File: config.mk
export PLATFORM = sky130hd
export DESIGN_NAME = hic_queue
export DESIGN_NICKNAME = d
export VERILOG_FILES = /design/src/hic_pkg.sv /design/src/hic_queue.sv
export SDC_FILE = /design/constraint.sdc
export NUM_CORES = 1
export LEC_CHECK = 0
export BUFFER_PORTS_ARGS = -buffer_cell sky130_fd_sc_hd__buf_2
export CORE_MARGIN = 2
export CORE_UTILIZATION = 56
export DETAILED_ROUTE_END_ITERATION = 8
export GPL_TIMING_DRIVEN = 1
export HOLD_SLACK_MARGIN = 0.15
export PLACE_DENSITY_LB_ADDON = 0.2
export SETUP_SLACK_MARGIN = 0.2
export SLEW_MARGIN = 20
export SYNTH_ARGS = -nofsm -noshare
export SYNTH_HDL_FRONTEND = slang
export SYNTH_SLANG_ARGS = --single-unit
File: constraint.sdc
create_clock -name clock -period 10.6 [get_ports clock]
set_input_delay 2.12 -clock clock [delete_from_list [all_inputs] [get_ports clock]]
set_output_delay 2.12 -clock clock [all_outputs]
set_load 0.02 [all_outputs]
File: src/hic_pkg.sv
// ----------------------------------------------------------------------------
// hic_pkg
// Shared types and constants for the homography inlier counter.
// ----------------------------------------------------------------------------
package hic_pkg;

   localparam int COEF_W  = 32;
   localparam int PIX_W   = 12;
   localparam int CNT_W   = 11;
   localparam int NCOEF   = 8;
   localparam int CSR_AW  = 3;
   localparam int PROD_W  = 44;              // 32b signed x 12b unsigned
   localparam int PROJ_W  = 47;              // sum of two products and a term
   localparam int FRAC_W  = 16;
   localparam int NUM_W   = PROJ_W + FRAC_W; // |X| << 16
   localparam int REM_W   = PROJ_W + 1;
   localparam int STEP_W  = 6;
   localparam int DIFF_W  = NUM_W + 2;
   localparam int MAG_W   = 26;
   localparam int SQ_W    = 2 * MAG_W;

   localparam int MAX_POINTS   = 1024;
   localparam int INLIER_LIMIT = 4;
   localparam int CNT_FIELD_MAX = (1 << CNT_W) - 1;
   localparam int CNT_CAP_I = (MAX_POINTS < CNT_FIELD_MAX) ? MAX_POINTS : CNT_FIELD_MAX;
   localparam logic [CNT_W-1:0]  CNT_CAP   = CNT_W'(CNT_CAP_I);
   localparam logic [SQ_W:0]     LIMIT_SQ  = (SQ_W+1)'(64'(INLIER_LIMIT) << 32);
   localparam logic [DIFF_W-1:0] ERR_BOUND = DIFF_W'(1) << 25;
   localparam logic [STEP_W-1:0] LAST_STEP = STEP_W'(NUM_W - 1);

   localparam logic signed [COEF_W-1:0] ONE_Q16 = COEF_W'(65536);

   // register indexes
   localparam logic [CSR_AW-1:0] CSR_COEF_A = 3'd0;
   localparam logic [CSR_AW-1:0] CSR_COEF_B = 3'd1;
   localparam logic [CSR_AW-1:0] CSR_COEF_C = 3'd2;
   localparam logic [CSR_AW-1:0] CSR_COEF_D = 3'd3;
   localparam logic [CSR_AW-1:0] CSR_COEF_E = 3'd4;
   localparam logic [CSR_AW-1:0] CSR_COEF_F = 3'd5;
   localparam logic [CSR_AW-1:0] CSR_COEF_G = 3'd6;
   localparam logic [CSR_AW-1:0] CSR_COEF_H = 3'd7;

   typedef struct packed {
      logic signed [PROJ_W-1:0] px;
      logic signed [PROJ_W-1:0] py;
      logic signed [PROJ_W-1:0] pz;
      logic [PIX_W-1:0]         u;
      logic [PIX_W-1:0]         v;
      logic                     last;
   } item_type;

   typedef enum logic [2:0] {
      BK_IDLE,
      BK_DIV,
      BK_ERR,
      BK_SQ,
      BK_DONE
   } back_state_type;

endpackage

File: src/hic_queue.sv
// ----------------------------------------------------------------------------
// hic_queue
// Two-entry queue of projected points between front and back.
// ----------------------------------------------------------------------------
module hic_queue (
   input  logic               clock,
   input  logic               reset,
   input  logic               in_valid,
   output logic               in_ready,
   input  hic_pkg::item_type  in_item,
   output logic               out_valid,
   input  logic               out_ready,
   output hic_pkg::item_type  out_item
);

   hic_pkg::item_type mem [2];
   logic       wr_ptr_ff, wr_ptr_in;
   logic       rd_ptr_ff, rd_ptr_in;
   logic [1:0] fill_ff, fill_in;
   logic       push, pop;

   assign in_ready  = (fill_ff != 2'd2);
   assign out_valid = (fill_ff != 2'd0);
   assign push      = in_valid && in_ready;
   assign pop       = out_valid && out_ready;
   assign out_item  = mem[rd_ptr_ff];

   assign wr_ptr_in = push ? !wr_ptr_ff : wr_ptr_ff;
   assign rd_ptr_in = pop ? !rd_ptr_ff : rd_ptr_ff;
   assign fill_in   = fill_ff + 2'(push) - 2'(pop);

   always_ff @(posedge clock) begin
      if (reset) begin
         wr_ptr_ff <= 1'b0;
         rd_ptr_ff <= 1'b0;
         fill_ff   <= 2'd0;
      end else begin
         wr_ptr_ff <= wr_ptr_in;
         rd_ptr_ff <= rd_ptr_in;
         fill_ff   <= fill_in;
      end
   end

   always_ff @(posedge clock) begin
      if (push) begin
         mem[wr_ptr_ff] <= in_item;
      end
   end

endmodule

==> metrics.csv <==
metric,value,unit
status,completed,
worst skew pair latency,500,ps
Commonest cells post-synth,"332 x edfxtp_1, 166 x mux2_2, 10 x buf_6",
I/O Buffers,337,
Final period util,46.3,%
PwrDens,240,mW/mm^2
Layout area overhead,25.8,%
RSZ-0062 raised after global routing,no,
vias in the first global route,6825,
Antenna Nets Post-Route,0,
Post-Synthesis Cells,545,
DP Wirelength,16100,um
dpl ws,5720,ps
GR Util All Layers,20.5,%
Resized Gates After CTS,0,
syn_nets,716,
Setup-failing EPs final,0,
switch share,26.3,%
Starting Density,56.5,%
DR pass1 iterations,4,
total wire length,24400,um
Startpoint Class,register,
I/O Pins,338,
LEAKAGE,0.00578,uW
WP data required,8480,ps
DIE AREA,0.0231,sq mm
Seq pwr share,44.8,%
CTS tree,yes,
Yosys warning total,0,
setup TNS,0,ps
Placer Congestion,0.773,
iteration-0 DRC count of the detailed router,373,
register area share after synthesis,82.1,%
worst clock skew,11.6,ps
Die Wd,152,um
post-synthesis cell area,0.0123,sq mm
# clock sinks,337,
Int Pwr,2730,uW
Worst Tran Pin Value,1080,ps
# DRC,0,
first-pass GRT wire length,36700,um
Die Ht,152,um
NetSw,977,uW
initial antenna violation count,6,
Tmin final,4910,ps
row count,54,
Final Max Slew Viols,0,
final hold violations,0,
WP data arrival,2790,ps
CP Max Fanout,86,
gr ovfl total,0,
Core Area,0.0217,sq mm
CP Class,register to output pin,
Max Clock Freq,0.204,GHz
root buffer cell,clkbuf_16,
cts hold-fix bufs,0,
Clock Tree Buf Depth,3,
layout net count,1076,
share of cells above drive strength 1,60.7,%
Worst Slack Setup Final,5690,ps
top_reg_cell synth,edfxtp_1,
# Max-Cap Violations,0,
"Avg Cell Area, Syn",22.5,sq um
DR vias/cell,5.24,
Hold Path Class,register to register,
most frequent cell after synthesis,edfxtp_1,
Post-CTS Setup Bufs,0,
average wire per standard cell,20.1,um
Gate power share,21.0,%
Yosys top cell area share,81.3,%
"area leader, netlist",edfxtp_1,
"top cells by area, synth","edfxtp_1 81%, mux2_2 15%, buf_6 0.92%",
vias,6360,
fraction of registers with async set/reset,0,%
total CTS buffers,34,
"EDFF count, synth",332,
relative slew slack,28.2,%
VDD IR-drop max,0.191,mV
Clk pwr share,34.2,%
largest net degree at the start of global routing,91,
fillcell total,1377,
"Distinct cells, synth",25,
clk slew on worst S/H paths,60,ps
H-tree depth,2,
Seq cells post-synth,337,
CP endpoint kind,output pin,
-- metrics by stage --
| stage | utilization (%) | total power (uW) | cell area (sq um) | instances | hold WS, ps |
|---|---|---|---|---|---|
| floorplan | - | 2250 | 12300 | 545 | 472 |
| CTS | 71.0 | 3740 | 15400 | 1210 | 524 |
| finish | 71.1 | 3710 | 15400 | 1214 | 524 |
| detailed placement | 65.4 | 2470 | 14200 | 1148 | 507 |
| global route | 71.1 | 3850 | 15400 | 1214 | 577 |
| global placement | 65.4 | 2440 | 14200 | 1148 | 482 |
-- kinds of logic (layout without fill, tap and decap cells) --
logic type / Yosys count / count (layout) / synth area share, %
AOI/OAI and AO/OA: 6 / 6 / 0.357
xor gates and xnor gates: 1 / 1 / 0.0714
adders and majority gates: 1 / 1 / 0.102
buffers and inverters: 19 / 405 / 1.40
DFF: 337 / 337 / 82.1
muxes: 166 / 166 / 15.2
other: 0 / 3 / 0
and+or+nand+nor: 15 / 15 / 0.714
-- flip-flops by register name (all words and copies together), names as in the netlist, named ones only --
register	count
fill_ff	2
rd_ptr_ff	1
mem	332
wr_ptr_ff	1
-- critical path, stage by stage (launching register included) --
cell and delay, ps:
dfxtp_4 570, buf_16 310, buf_6 630, mux2_2 440
buf_2 170
-- final cells by class --
| class | instances | area [sq um] | share of cell area (%) |
|---|---|---|---|
| Clock inverter | 22 | 275 | 1.78 |
| Inverter | 1 | 8.76 | 0.0568 |
| Tap cell | 280 | 350 | 2.27 |
| Antenna cell | 3 | 7.51 | 0.0487 |
| Sequential cell | 337 | 10100 | 65.3 |
| Clock buffer | 40 | 937 | 6.07 |
| Multi-Input combinational cell | 189 | 2030 | 13.1 |
| Timing Repair Buffer | 342 | 1750 | 11.4 |
-- power by group through the flow --
stage	combinational (uW)	sequential, uW	clock [uW]
2_1_floorplan	559	1690	0
3_3_place_gp	740	1700	0
3_5_place_dp	755	1710	0
4_1_cts	760	1690	1290
5_1_grt	826	1670	1350
6_report	778	1660	1270
-- metal layers --
| layer | share of wire [%] | vias to the layer above | global-route usage [%] | routed length (um) |
|---|---|---|---|---|
| li1 | - | 2904 | - | - |
| met5 | 0.11 | - | 0 | 27 |
| met1 | 36 | 3100 | 23.4 | 8780 |
| met2 | 51 | 296 | 34.9 | 12400 |
| met4 | 3.1 | 4 | 8.72 | 759 |
| met3 | 9.9 | 56 | 7.73 | 2410 |
-- path summary, 6_finish.rpt --
check / from / endpoint / slack, ps / cells after the start
worst min-delay path: rd_ptr_ff$_SDFFE_PP0P_ / rd_ptr_ff$_SDFFE_PP0P_ / 520 / 2
worst max register to register: fill_ff[0]$_SDFF_PP0_ / mem[0][144]$_DFFE_PP_ / 7700 / 4
worst min register to register: rd_ptr_ff$_SDFFE_PP0P_ / rd_ptr_ff$_SDFFE_PP0P_ / 520 / 2
worst max-delay path: register / out_item[100] / 5690 / 4
-- cells in the final DEF, fill, tap and decap left out, types with 3 or more instances in the layout --
cell       count
buf_2        337
edfxtp_1     332
mux2_2       166
clkbuf_16     37
clkinv_1       8
bufinv_16      7
clkinv_2       7
nor2_1         4
dfxtp_1        4
diode_2        3
clkbuf_1       3
Note: power is estimated with default switching activity, not from simulation.
