[config.mk]
export PLATFORM = sky130hd
export DESIGN_NAME = hic_back
export DESIGN_NICKNAME = d
export VERILOG_FILES = /design/src/hic_pkg.sv /design/src/hic_back.sv
export SDC_FILE = /design/constraint.sdc
export NUM_CORES = 2
export LEC_CHECK = 0
export BUFFER_PORTS_ARGS = -buffer_cell sky130_fd_sc_hd__buf_2
export CORE_MARGIN = 2
export CORE_UTILIZATION = 70
export CTS_BUF_LIST = sky130_fd_sc_hd__clkbuf_16
export CTS_CLUSTER_DIAMETER = 60
export DETAILED_ROUTE_END_ITERATION = 12
export GPL_TIMING_DRIVEN = 0
export PLACE_DENSITY = 0.88
export SLEW_MARGIN = 30
export SYNTH_ARGS = -nofsm -noshare
export SYNTH_HDL_FRONTEND = slang
export SYNTH_SLANG_ARGS = --single-unit
[constraint.sdc]
create_clock -name clock -period 24.4 [get_ports clock]
set_clock_uncertainty 0.15 [all_clocks]
set_input_delay 1.22 -clock clock [delete_from_list [all_inputs] [get_ports clock]]
set_output_delay 1.22 -clock clock [all_outputs]
set_load 0.01 [all_outputs]
[src/hic_pkg.sv]
// ----------------------------------------------------------------------------
// hic_pkg
// Shared types and constants for the homography inlier counter.
// ----------------------------------------------------------------------------
package hic_pkg;

   localparam int COEF_W  = 32;
   localparam int PIX_W   = 12;
   localparam int CNT_W   = 11;
   localparam int NCOEF   = 8;
   localparam int CSR_AW  = 3;
   localparam int PROD_W  = 44;              // 32b signed x 12b unsigned
   localparam int PROJ_W  = 47;              // sum of two products and a term
   localparam int FRAC_W  = 16;
   localparam int NUM_W   = PROJ_W + FRAC_W; // |X| << 16
   localparam int REM_W   = PROJ_W + 1;
   localparam int STEP_W  = 6;
   localparam int DIFF_W  = NUM_W + 2;
   localparam int MAG_W   = 26;
   localparam int SQ_W    = 2 * MAG_W;

   localparam int MAX_POINTS   = 1024;
   localparam int INLIER_LIMIT = 4;
   localparam int CNT_FIELD_MAX = (1 << CNT_W) - 1;
   localparam int CNT_CAP_I = (MAX_POINTS < CNT_FIELD_MAX) ? MAX_POINTS : CNT_FIELD_MAX;
   localparam logic [CNT_W-1:0]  CNT_CAP   = CNT_W'(CNT_CAP_I);
   localparam logic [SQ_W:0]     LIMIT_SQ  = (SQ_W+1)'(64'(INLIER_LIMIT) << 32);
   localparam logic [DIFF_W-1:0] ERR_BOUND = DIFF_W'(1) << 25;
   localparam logic [STEP_W-1:0] LAST_STEP = STEP_W'(NUM_W - 1);

   localparam logic signed [COEF_W-1:0] ONE_Q16 = COEF_W'(65536);

   // register indexes
   localparam logic [CSR_AW-1:0] CSR_COEF_A = 3'd0;
   localparam logic [CSR_AW-1:0] CSR_COEF_B = 3'd1;
   localparam logic [CSR_AW-1:0] CSR_COEF_C = 3'd2;
   localparam logic [CSR_AW-1:0] CSR_COEF_D = 3'd3;
   localparam logic [CSR_AW-1:0] CSR_COEF_E = 3'd4;
   localparam logic [CSR_AW-1:0] CSR_COEF_F = 3'd5;
   localparam logic [CSR_AW-1:0] CSR_COEF_G = 3'd6;
   localparam logic [CSR_AW-1:0] CSR_COEF_H = 3'd7;

   typedef struct packed {
      logic signed [PROJ_W-1:0] px;
      logic signed [PROJ_W-1:0] py;
      logic signed [PROJ_W-1:0] pz;
      logic [PIX_W-1:0]         u;
      logic [PIX_W-1:0]         v;
      logic                     last;
   } item_type;

   typedef enum logic [2:0] {
      BK_IDLE,
      BK_DIV,
      BK_ERR,
      BK_SQ,
      BK_DONE
   } back_state_type;

endpackage

[src/hic_back.sv]
// ----------------------------------------------------------------------------
// hic_back
// Divides by Z one bit a cycle, checks the error and keeps the count.
// ----------------------------------------------------------------------------
module hic_back (
   input  logic                        clock,
   input  logic                        reset,
   input  logic                        in_valid,
   output logic                        in_ready,
   input  hic_pkg::item_type           in_item,
   output logic                        out_valid,
   input  logic                        out_ready,
   output logic [hic_pkg::CNT_W-1:0]   out_total
);

   hic_pkg::back_state_type state_ff, state_in;

   logic [hic_pkg::PROJ_W-1:0] den_ff, den_in;
   logic [hic_pkg::NUM_W-1:0]  numx_ff, numx_in, numy_ff, numy_in;
   logic [hic_pkg::NUM_W-1:0]  qx_ff, qx_in, qy_ff, qy_in;
   logic [hic_pkg::REM_W-1:0]  remx_ff, remx_in, remy_ff, remy_in;
   logic                       negx_ff, negx_in, negy_ff, negy_in;
   logic [hic_pkg::STEP_W-1:0] step_ff, step_in;
   logic [hic_pkg::PIX_W-1:0]  u_ff, u_in, v_ff, v_in;
   logic                       last_ff, last_in;
   logic                       okx_ff, okx_in, oky_ff, oky_in;
   logic [hic_pkg::MAG_W-1:0]  mx_ff, mx_in, my_ff, my_in;
   logic [hic_pkg::SQ_W-1:0]   sqx_ff, sqx_in, sqy_ff, sqy_in;
   logic [hic_pkg::CNT_W-1:0]  count_ff, count_in;
   logic                       rsp_valid_ff, rsp_valid_in;
   logic [hic_pkg::CNT_W-1:0]  rsp_data_ff, rsp_data_in;

   logic                       zero_den, done_go, inlier;
   logic [hic_pkg::CNT_W-1:0]  count_next;
   logic [hic_pkg::REM_W-1:0]  trialx, trialy;
   logic signed [hic_pkg::DIFF_W-1:0] dx, dy;
   logic [hic_pkg::DIFF_W-1:0] ax, ay;
   logic [hic_pkg::SQ_W:0]     sq_sum;

   assign zero_den = (in_item.pz == '0);
   assign in_ready = (state_ff == hic_pkg::BK_IDLE);
   assign done_go  = !last_ff || !rsp_valid_ff || out_ready;

   // restoring division step, remainder stays below the divisor
   assign trialx = {remx_ff[hic_pkg::REM_W-2:0], numx_ff[hic_pkg::NUM_W-1]};
   assign trialy = {remy_ff[hic_pkg::REM_W-2:0], numy_ff[hic_pkg::NUM_W-1]};

   assign dx = (negx_ff ? -$signed({2'b00, qx_ff}) : $signed({2'b00, qx_ff}))
             - $signed(hic_pkg::DIFF_W'({u_ff, 16'h0000}));
   assign dy = (negy_ff ? -$signed({2'b00, qy_ff}) : $signed({2'b00, qy_ff}))
             - $signed(hic_pkg::DIFF_W'({v_ff, 16'h0000}));
   assign ax = dx[hic_pkg::DIFF_W-1] ? hic_pkg::DIFF_W'(-dx) : hic_pkg::DIFF_W'(dx);
   assign ay = dy[hic_pkg::DIFF_W-1] ? hic_pkg::DIFF_W'(-dy) : hic_pkg::DIFF_W'(dy);

   assign sq_sum     = {1'b0, sqx_ff} + {1'b0, sqy_ff};
   assign inlier     = okx_ff && oky_ff && (sq_sum <= hic_pkg::LIMIT_SQ);
   assign count_next = (inlier && count_ff < hic_pkg::CNT_CAP) ? count_ff + 1'b1 : count_ff;

   always_comb begin
      state_in = state_ff;
      case (state_ff)
         hic_pkg::BK_IDLE: begin
            if (in_valid) begin
               state_in = zero_den ? hic_pkg::BK_DONE : hic_pkg::BK_DIV;
            end
         end
         hic_pkg::BK_DIV: begin
            if (step_ff == hic_pkg::LAST_STEP) begin
               state_in = hic_pkg::BK_ERR;
            end
         end
         hic_pkg::BK_ERR:  state_in = hic_pkg::BK_SQ;
         hic_pkg::BK_SQ:   state_in = hic_pkg::BK_DONE;
         hic_pkg::BK_DONE: begin
            if (done_go) begin
               state_in = hic_pkg::BK_IDLE;
            end
         end
         default: state_in = hic_pkg::BK_IDLE;
      endcase
   end

   always_comb begin
      den_in       = den_ff;
      numx_in      = numx_ff;
      numy_in      = numy_ff;
      qx_in        = qx_ff;
      qy_in        = qy_ff;
      remx_in      = remx_ff;
      remy_in      = remy_ff;
      negx_in      = negx_ff;
      negy_in      = negy_ff;
      step_in      = step_ff;
      u_in         = u_ff;
      v_in         = v_ff;
      last_in      = last_ff;
      okx_in       = okx_ff;
      oky_in       = oky_ff;
      mx_in        = mx_ff;
      my_in        = my_ff;
      sqx_in       = sqx_ff;
      sqy_in       = sqy_ff;
      count_in     = count_ff;
      rsp_valid_in = rsp_valid_ff && !out_ready;
      rsp_data_in  = rsp_data_ff;
      case (state_ff)
         hic_pkg::BK_IDLE: begin
            den_in  = in_item.pz[hic_pkg::PROJ_W-1] ? hic_pkg::PROJ_W'(-in_item.pz)
                                                    : hic_pkg::PROJ_W'(in_item.pz);
            numx_in = {(in_item.px[hic_pkg::PROJ_W-1] ? hic_pkg::PROJ_W'(-in_item.px)
                                                      : hic_pkg::PROJ_W'(in_item.px)),
                       16'h0000};
            numy_in = {(in_item.py[hic_pkg::PROJ_W-1] ? hic_pkg::PROJ_W'(-in_item.py)
                                                      : hic_pkg::PROJ_W'(in_item.py)),
                       16'h0000};
            negx_in = in_item.px[hic_pkg::PROJ_W-1] ^ in_item.pz[hic_pkg::PROJ_W-1];
            negy_in = in_item.py[hic_pkg::PROJ_W-1] ^ in_item.pz[hic_pkg::PROJ_W-1];
            remx_in = '0;
            remy_in = '0;
            qx_in   = '0;
            qy_in   = '0;
            step_in = '0;
            u_in    = in_item.u;
            v_in    = in_item.v;
            last_in = in_item.last;
            okx_in  = 1'b0;
            oky_in  = 1'b0;
         end
         hic_pkg::BK_DIV: begin
            if (trialx >= {1'b0, den_ff}) begin
               remx_in = trialx - {1'b0, den_ff};
               qx_in   = {qx_ff[hic_pkg::NUM_W-2:0], 1'b1};
            end else begin
               remx_in = trialx;
               qx_in   = {qx_ff[hic_pkg::NUM_W-2:0], 1'b0};
            end
            if (trialy >= {1'b0, den_ff}) begin
               remy_in = trialy - {1'b0, den_ff};
               qy_in   = {qy_ff[hic_pkg::NUM_W-2:0], 1'b1};
            end else begin
               remy_in = trialy;
               qy_in   = {qy_ff[hic_pkg::NUM_W-2:0], 1'b0};
            end
            numx_in = numx_ff << 1;
            numy_in = numy_ff << 1;
            step_in = step_ff + 1'b1;
         end
         hic_pkg::BK_ERR: begin
            okx_in = (ax <= hic_pkg::ERR_BOUND);
            oky_in = (ay <= hic_pkg::ERR_BOUND);
            mx_in  = ax[hic_pkg::MAG_W-1:0];
            my_in  = ay[hic_pkg::MAG_W-1:0];
         end
         hic_pkg::BK_SQ: begin
            sqx_in = mx_ff * mx_ff;
            sqy_in = my_ff * my_ff;
         end
         hic_pkg::BK_DONE: begin
            if (done_go) begin
               count_in = count_next;
               if (last_ff) begin
                  count_in     = '0;
                  rsp_valid_in = 1'b1;
                  rsp_data_in  = count_next;
               end
            end
         end
         default: ;
      endcase
   end

   always_ff @(posedge clock) begin
      if (reset) begin
         state_ff     <= hic_pkg::BK_IDLE;
         count_ff     <= '0;
         rsp_valid_ff <= 1'b0;
      end else begin
         state_ff     <= state_in;
         count_ff     <= count_in;
         rsp_valid_ff <= rsp_valid_in;
      end
   end

   always_ff @(posedge clock) begin
      den_ff      <= den_in;
      numx_ff     <= numx_in;
      numy_ff     <= numy_in;
      qx_ff       <= qx_in;
      qy_ff       <= qy_in;
      remx_ff     <= remx_in;
      remy_ff     <= remy_in;
      negx_ff     <= negx_in;
      negy_ff     <= negy_in;
      step_ff     <= step_in;
      u_ff        <= u_in;
      v_ff        <= v_in;
      last_ff     <= last_in;
      okx_ff      <= okx_in;
      oky_ff      <= oky_in;
      mx_ff       <= mx_in;
      my_ff       <= my_in;
      sqx_ff      <= sqx_in;
      sqy_ff      <= sqy_in;
      rsp_data_ff <= rsp_data_in;
   end

   assign out_valid = rsp_valid_ff;
   assign out_total = rsp_data_ff;

endmodule

==> results.yml <==
synthesis:
  yosys.area_share.xor_xnor: 0.06822
  synth_edf_count: 561
  synthTopCellsByCount: "inv_1 (1260), fa_1 (1031), nand2_1 (635)"
  yosys-top-cells-area: "fa_1 (26%), edfxtp_1 (21%), ha_1 (8.9%)"
  async_reset_ff_frac: 0
  synth-compound-area-share: 0.1164
  yosys.area_share.simple: 0.1707
  ys_ff_latch: 576
  synth_top_family_by_area: "adder cells"
  synth.most_common_cell: "inv_1"
  synthMuxAreaShare: 0.009436
  seq_area_frac_synth: 0.2137
  synth_adder_area_share: 0.3462
  syn_area_per_cell_um2: 9.445
  synth-main-ff-cell: "edfxtp_1"
  yosysTopAreaCellShare: 0.2573
  yosys_warnings: 0
  synth_top_area_cell: "fa_1"
  syn_inst: 8494
  syn_area_um2: 80220
  synth_cell_type_count: 105
  synth_nets: 10265
sta:
  fmax_ghz: 0.08413
  whs_ns: 0.3646
  setup_viol: 0
  finalCritPeriodShare: 0.4871
  tightestPinTransition_ns: 1.108
  min_period_ns: 11.89
  relSlewSlack: 0.2611
  rsz0062_at_grt: "false"
  tns_ns: 0
  final_hold_viol_count: 0
  maxSlewViolCount: 0
layout:
  multi_input_area_um2: 57090
  nets: 10541
  ff_latch_area_um2: 17150
  drive_gt1_frac: 0.05415
  nFillCells: 7850
  area_growth_pct: 7.067
clock_network:
  cts_tree: "yes"
  cts_hold_buf: 0
  h-tree-depth: 3
  cts.sinks: 576
  clk_pin_slew_ns: 0.06
  postCtsSetupBuffers: 0
  post_cts_resized: 0
  numCtsBuffers: 73
  cts_root_buf: "clkbuf_16"
  clock_latency_ns: 0.68
  cts_buffer_depth: 3
global_route:
  overflow: 0
  grt_max_degree: 57
  globalRouteTotalUtil: 0.3846
  grt_pass1_vias: 66822
  grt_pass1_wl_mm: 353.5
  antenna_found_initial: 7
worst_setup_path:
  cp_max_fo: 10
  arrival_ns: 12.24
  cp.required_ns: 24.76
  r2r_cells: 27
  start_kind: "flop"
  crit_type: "flop to flop"
  end_kind: "flop"
status:
  status: "finished clean"
floorplan:
  row_count: 124
  fp.dieW_um: 342.5
  die_height_um: 342.5
  start_util: 0.7035
  ios: 183
  coreArea_um2: 114000
  die-area_um2: 117300
detailed_routing:
  antenna_left: 0
  avgViaCountPerCell: 6.296
  drc: 0
  firstDrtPassIters: 8
  drt_iter0_markers: 6038
  post_drt_wl_per_cell_um: 21.64
  num_vias: 65132
  drt-total-wl_mm: 223.9
placed_design:
  hpwl_mm: 179.6
  portBuffers: 179
  gp_congestion: 1.010
worst_hold_path:
  hold_class: "flop to flop"
  whs_path_depth: 2
flow_run:
  cap_violations: 0
[cell usage in the layout (no fill, tap or decap), types with 69 or more instances in the layout]
cell type | synthesis | routed
nor2_1 | 478 | 476
o31ai_1 | 94 | 94
a21oi_1 | 304 | 304
nand3_1 | 149 | 149
and3_1 | 169 | 169
fa_1 | 1031 | 1031
nand4_1 | 69 | 69
o21ai_0 | 351 | 351
and2_1 | 428 | 428
clkbuf_16 | 0 | 73
nand2_1 | 635 | 635
ha_1 | 570 | 570
or3_1 | 97 | 97
xnor2_1 | 340 | 340
nand2b_1 | 71 | 71
inv_1 | 1260 | 1271
edfxtp_1 | 561 | 561
xor2_1 | 283 | 283
nor3_1 | 147 | 146
clkbuf_1 | 286 | 283
a21o_1 | 156 | 156
buf_2 | 15 | 195
[layout make-up]
cell class                 instances  share of cell area
buffer                           331             0.01531
sequential                       576              0.1996
antenna                            6           0.0001748
timing repair buffer             201             0.01451
multi-input combinational       6325              0.6646
clock inverter                    59            0.007255
clock buffer                      73             0.02127
inverter                        1262             0.05518
tap                             1512             0.02203
[state kept, by name (all words and copies together), names as in the netlist, 3 cells and up]
name,cells
mx_ff,26
sqy_ff,51
my_ff,26
numx_ff,47
den_ff,47
count_ff,11
sqx_ff,51
u_ff,12
step_ff,6
remx_ff,47
state_ff,3
out_total,11
qx_ff,63
qy_ff,63
remy_ff,47
numy_ff,47
v_ff,12
[critical path: stages, from the launching register on]
cell      delay (ns)
edfxtp_1        0.48
clkbuf_1        0.40
clkbuf_1        0.58
clkbuf_1        0.59
buf_1           0.71
clkbuf_1        0.62
clkbuf_1        0.50
clkbuf_1        0.45
o31ai_1         0.18
xor2_1          0.18
ha_1            0.21
inv_1           0.07
fa_1            0.43
a211oi_1        0.44
o21ai_0         0.32
a31o_2          0.34
o41ai_1         0.67
nand4_1         0.59
or3_1           0.49
clkbuf_1        0.23
o41ai_2         0.87
buf_4           0.34
a31oi_1         0.14
or4_1           0.50
nor3b_1         0.26
nand4_1         0.23
a211oi_1        0.44
o2111a_1        0.29
[per-layer routing]
metal / GRT usage / vias to the layer above / routed length, um / share of wire
met2: 0.6461 / 3254 / 107700 / 0.48
met1: 0.4674 / 31790 / 81820 / 0.37
met3: 0.07231 / 801 / 19480 / 0.087
li1: - / 29285 / - / -
met5: 0 / - / 11 / 0.000049
met4: 0.2192 / 2 / 14870 / 0.066
[cells by family after synthesis]
group	count (synthesis)
xor+xnor	624
mux	74
simple gates	2621
fa+ha+maj	1601
compound gates	1405
buf+inv	1593
flops	576
[worst paths after layout]
kind,start,end,slack [ns]
max,negx_ff,okx_ff,12.51
min,numy_ff[21],numy_ff[22],0.36
max reg2reg,negx_ff,okx_ff,12.51
min reg2reg,numy_ff[21],numy_ff[22],0.36
[stage by stage]
stage	worst slack [ns]	instances	utilization	area, um2
after floorplan	13.72	8494	-	80220
after global placement	9.445	10185	0.7279	83010
after detailed placement	12.87	10206	0.7313	83400
after CTS	12.75	10338	0.7528	85850
after global routing	12.04	10344	0.7532	85890
final	12.51	10345	0.7532	85890
Power is left out: the tool's default activity adds up to more than one toggle a clock period on the data nets, which glitch-free logic cannot reach.
